## src/rtl/core/sigma_outlier_counter_macros.svh

```systemverilog
// Assertion macros for the sigma outlier counter.
// Needs clock and reset in the scope of the file that includes it.
`ifndef SIGMA_OUTLIER_COUNTER_MACROS_SVH
`define SIGMA_OUTLIER_COUNTER_MACROS_SVH

`ifndef NO_ASSERTIONS
`define SOC_ASSERT_IMP(name, pre, post, msg) \
   name: assert property (@(posedge clock) disable iff (reset) (pre) |-> (post)) \
      else $error(msg);
`define SOC_ASSERT_NXT(name, pre, post, msg) \
   name: assert property (@(posedge clock) disable iff (reset) (pre) |=> (post)) \
      else $error(msg);
`else
`define SOC_ASSERT_IMP(name, pre, post, msg)
`define SOC_ASSERT_NXT(name, pre, post, msg)
`endif

`endif

```

## src/rtl/core/soc_ram.sv

```systemverilog
// Generic single-write, single-read RAM with registered read data.
// No dependencies.
`timescale 1ns / 1ps

module soc_ram #(
   parameter int WIDTH = 8,
   parameter int DEPTH = 16
) (
   input  logic                                     clock,
   input  logic                                     wr_en,
   input  logic [((DEPTH > 1) ? $clog2(DEPTH) : 1)-1:0] wr_addr,
   input  logic [WIDTH-1:0]                         wr_data,
   input  logic [((DEPTH > 1) ? $clog2(DEPTH) : 1)-1:0] rd_addr,
   output logic [WIDTH-1:0]                         rd_data
);

   logic [WIDTH-1:0] mem [DEPTH];

   always_ff @(posedge clock) begin
      if (wr_en) begin
         mem[wr_addr] <= wr_data;
      end
      rd_data <= mem[rd_addr];
   end

endmodule

```

## config.mk

```make
export PLATFORM = sky130hd
export DESIGN_NAME = soc_ram
export DESIGN_NICKNAME = d
export VERILOG_FILES = /design/src/rtl/core/sigma_outlier_counter_macros.svh /design/src/rtl/core/soc_ram.sv
export SDC_FILE = /design/constraint.sdc
export NUM_CORES = 1
export LEC_CHECK = 0
export ABC_AREA = 0
export BUFFER_PORTS_ARGS = -buffer_cell sky130_fd_sc_hd__buf_4
export CAP_MARGIN = 0
export CORE_MARGIN = 3
export CORE_UTILIZATION = 54
export CTS_CLUSTER_DIAMETER = 80
export CTS_CLUSTER_SIZE = 30
export DETAILED_ROUTE_END_ITERATION = 10
export GPL_ROUTABILITY_DRIVEN = 0
export PLACE_DENSITY = 0.74
export SLEW_MARGIN = 15
export SYNTH_ARGS = -nofsm -noshare
export SYNTH_HDL_FRONTEND = slang
export SYNTH_SLANG_ARGS = --single-unit
```

## constraint.sdc

```tcl
create_clock -name clock -period 1.52 [get_ports clock]
set_input_delay 0.076 -clock clock [delete_from_list [all_inputs] [get_ports clock]]
set_output_delay 0.076 -clock clock [all_outputs]
set_load 0.05 [all_outputs]
```

==> flow_summary.json <==
{
  "diodes": 0,
  "grt_max_degree": 17,
  "max_freq_ghz": 0.732,
  "use_met1": 0.280,
  "port_buffers": 25,
  "worstMarginPinSlew_ns": 0.404,
  "period_share": 0.898,
  "vias": 2555,
  "cts-hold-fix-buffers": 8,
  "fin_skew_ns": 0.00636,
  "area_growth_pct": 23.3,
  "first_iter_violations": 228,
  "dieWidth_um": 104,
  "layout-drive-gt1-share": 0.325,
  "grt_pass1_wl_um": 15500,
  "dpl_cell_area_um2": 5630,
  "clk_pin_slew_ns": 0.06,
  "endpoint_kind": "register",
  "cts_buffer_depth": 2,
  "synth_top_area_frac": 0.747,
  "drc": 0,
  "ys_seq_area_frac": 0.778,
  "synth.largest_area_cell": "edfxtp_1",
  "worstSetupPathType": "register to register",
  "via_per_inst": 5.89,
  "initial_core_util": 0.573,
  "dieArea_um2": 10700,
  "syn_inst": 229,
  "power.total_mw": 9.09,
  "clk_latency_ns": 0.51,
  "synth.area.top_cells": "edfxtp_1, mux4_2, mux4_1",
  "synth_warnings": 0,
  "cp-start-kind": "register",
  "synth.ff_latch_count": 136,
  "cts.sink_count": 136,
  "period_needed_ns": 1.37,
  "syn-num-nets": 247,
  "grt_most_used_layer": "met2",
  "ir_drop_mv": 1.21,
  "fillers": 531,
  "fp-row-count": 34,
  "hold_viol_final": 0,
  "grt_util_all_layers": 0.198,
  "fp.dieH_um": 104,
  "timing.slew.headroom": 0.731,
  "grt_pass1_vias": 2648,
  "cap_violations": 0,
  "fin_setup_tns_ns": 0,
  "critPathMaxStageDelay_ns": 0.47,
  "path_cells": "mux4_2, a22oi_1, nand2_1",
  "path_delay_family": "multiplexers",
  "grt_setup_unrepaired": "false",
  "cts_resized": 0,
  "ctsRootBufferMaster": "clkbuf_8",
  "setup_viol": 0,
  "grtUsageMet3": 0.0578,
  "outcome": "finished, final reports clean",
  "routedWlPerCell_um": 22.7,
  "use_met2": 0.302,
  "routed_wl_um": 9840,
  "synth_area_um2": 5150,
  "hold_slack_ns": 0.0783,
  "nets": 313,
  "h-tree-depth": 4,
  "critPathSlowestCell": "mux4_2",
  "p_leak_nw": 2.19,
  "powerDensity_nw_per_um2": 1430,
  "crit_buf_inv": 0,
  "worstPathArrival_ns": 1.76,
  "fin_area_um2": 6350,
  "slew_violations": 0,
  "antenna_found_initial": 0,
  "netlist-cell-type-count": 19,
  "antenna_left": 0,
  "cts_tree": "built",
  "post_cts_buffers": 0,
  "dp_hpwl_um": 6300,
  "critPathMaxFanout": 1,
  "ioPinCount": 26,
  "core_area_um2": 8980,
  "required_ns": 1.91,
  "hold_path.class": "primary input to register",
  "syn_area_per_cell_um2": 22.5,
  "firstDrtPassIters": 5,
  "grt.overflow.total": 0,
  "cts_made_buffers": 17
}
## cells in the mapped netlist, drive strengths merged
library cell,n
a22oi,16
and2,1
and2b,1
buf,7
clkdlybuf4s25,3
dfxtp,8
edfxtp,128
mux4,32
nand2,9
nand2b,2
nand3,1
nand3b,2
nor2,13
nor2b,1
nor3,4
or3b,1
## sequential cells by signal, indices dropped and copies added (netlist names)
| signal | flops |
|---|---|
| rd_data | 8 |
| mem | 128 |
## logic make-up (layout without fill, tap and decap cells)
logic type | after synthesis | after routing | share of synthesized area
buf+inv | 10 | 89 | 0.0168
mux | 32 | 32 | 0.150
compound gates | 16 | 16 | 0.0233
simple gates | 35 | 35 | 0.0318
flops | 136 | 136 | 0.778
## cell type report
class	count	area (um2)	share of cell area
multi-input cells	83	1060	0.167
well taps	126	158	0.0248
flip-flops and latches	136	4000	0.631
clock inverters	15	225	0.0355
clock buffers	17	414	0.0652
repair buffers	57	485	0.0765
## cells in the final DEF, fill, tap and decap left out
cell           instances
a22oi_1               16
and2_1                 1
and2b_1                1
buf_12                 3
buf_4                 46
bufinv_16              5
clkbuf_16             16
clkbuf_8               1
clkinv_1               1
clkinv_2               1
clkinv_4               3
clkinvlp_4             3
dfxtp_1                8
dlygate4sd3_1          8
edfxtp_1             128
inv_6                  2
mux4_1                14
mux4_2                18
nand2_1                9
nand2b_1               2
nand3_1                1
nand3b_1               2
nor2_1                13
nor2b_1                1
nor3_1                 3
nor3_2                 1
or3b_2                 1
## metrics by stage
step / setup slack, ns / cells / utilization
5_1_grt: 0.0757 / 434 / 0.707
2_1_floorplan: 0.178 / 229 / -
6_report: 0.155 / 434 / 0.707
3_3_place_gp: 0.0428 / 394 / 0.627
3_5_place_dp: 0.0513 / 394 / 0.627
4_1_cts: 0.119 / 434 / 0.707
## tightest hold or removal path, delay by kind of cell
family,cells,cell delay [ns]
buffers and inverters,1,0.09
and+or+nand+nor,2,0.14
AOI/OAI and AO/OA,1,0.23
## worst paths after layout
kind,slack [ns],cells after the start,to,start
worst max register to register,0.15,3,rd_data[7],mem[11][7]
worst min register to register,0.68,3,rd_data[5],mem[12][5]
worst max-delay path,0.15,3,rd_data[7],mem[11][7]
worst min-delay path,0.08,4,rd_data[3],rd_addr[2]
## routing by layer
layer	vias up	wire length [um]
li1	1107	-
met1	1306	4200
met2	122	4780
met3	20	718
met4	0	147
met5	-	0
## power by group
| part | leakage (nW) | internal [mW] | switching (mW) | total (mW) |
|---|---|---|---|---|
| combinational | 0.665 | 0.221 | 0.307 | 0.528 |
| clock | 0.302 | 2.83 | 1.51 | 4.34 |
| sequential | 1.22 | 4.19 | 0.0253 | 4.22 |
Power figures use the tool's default switching activity.
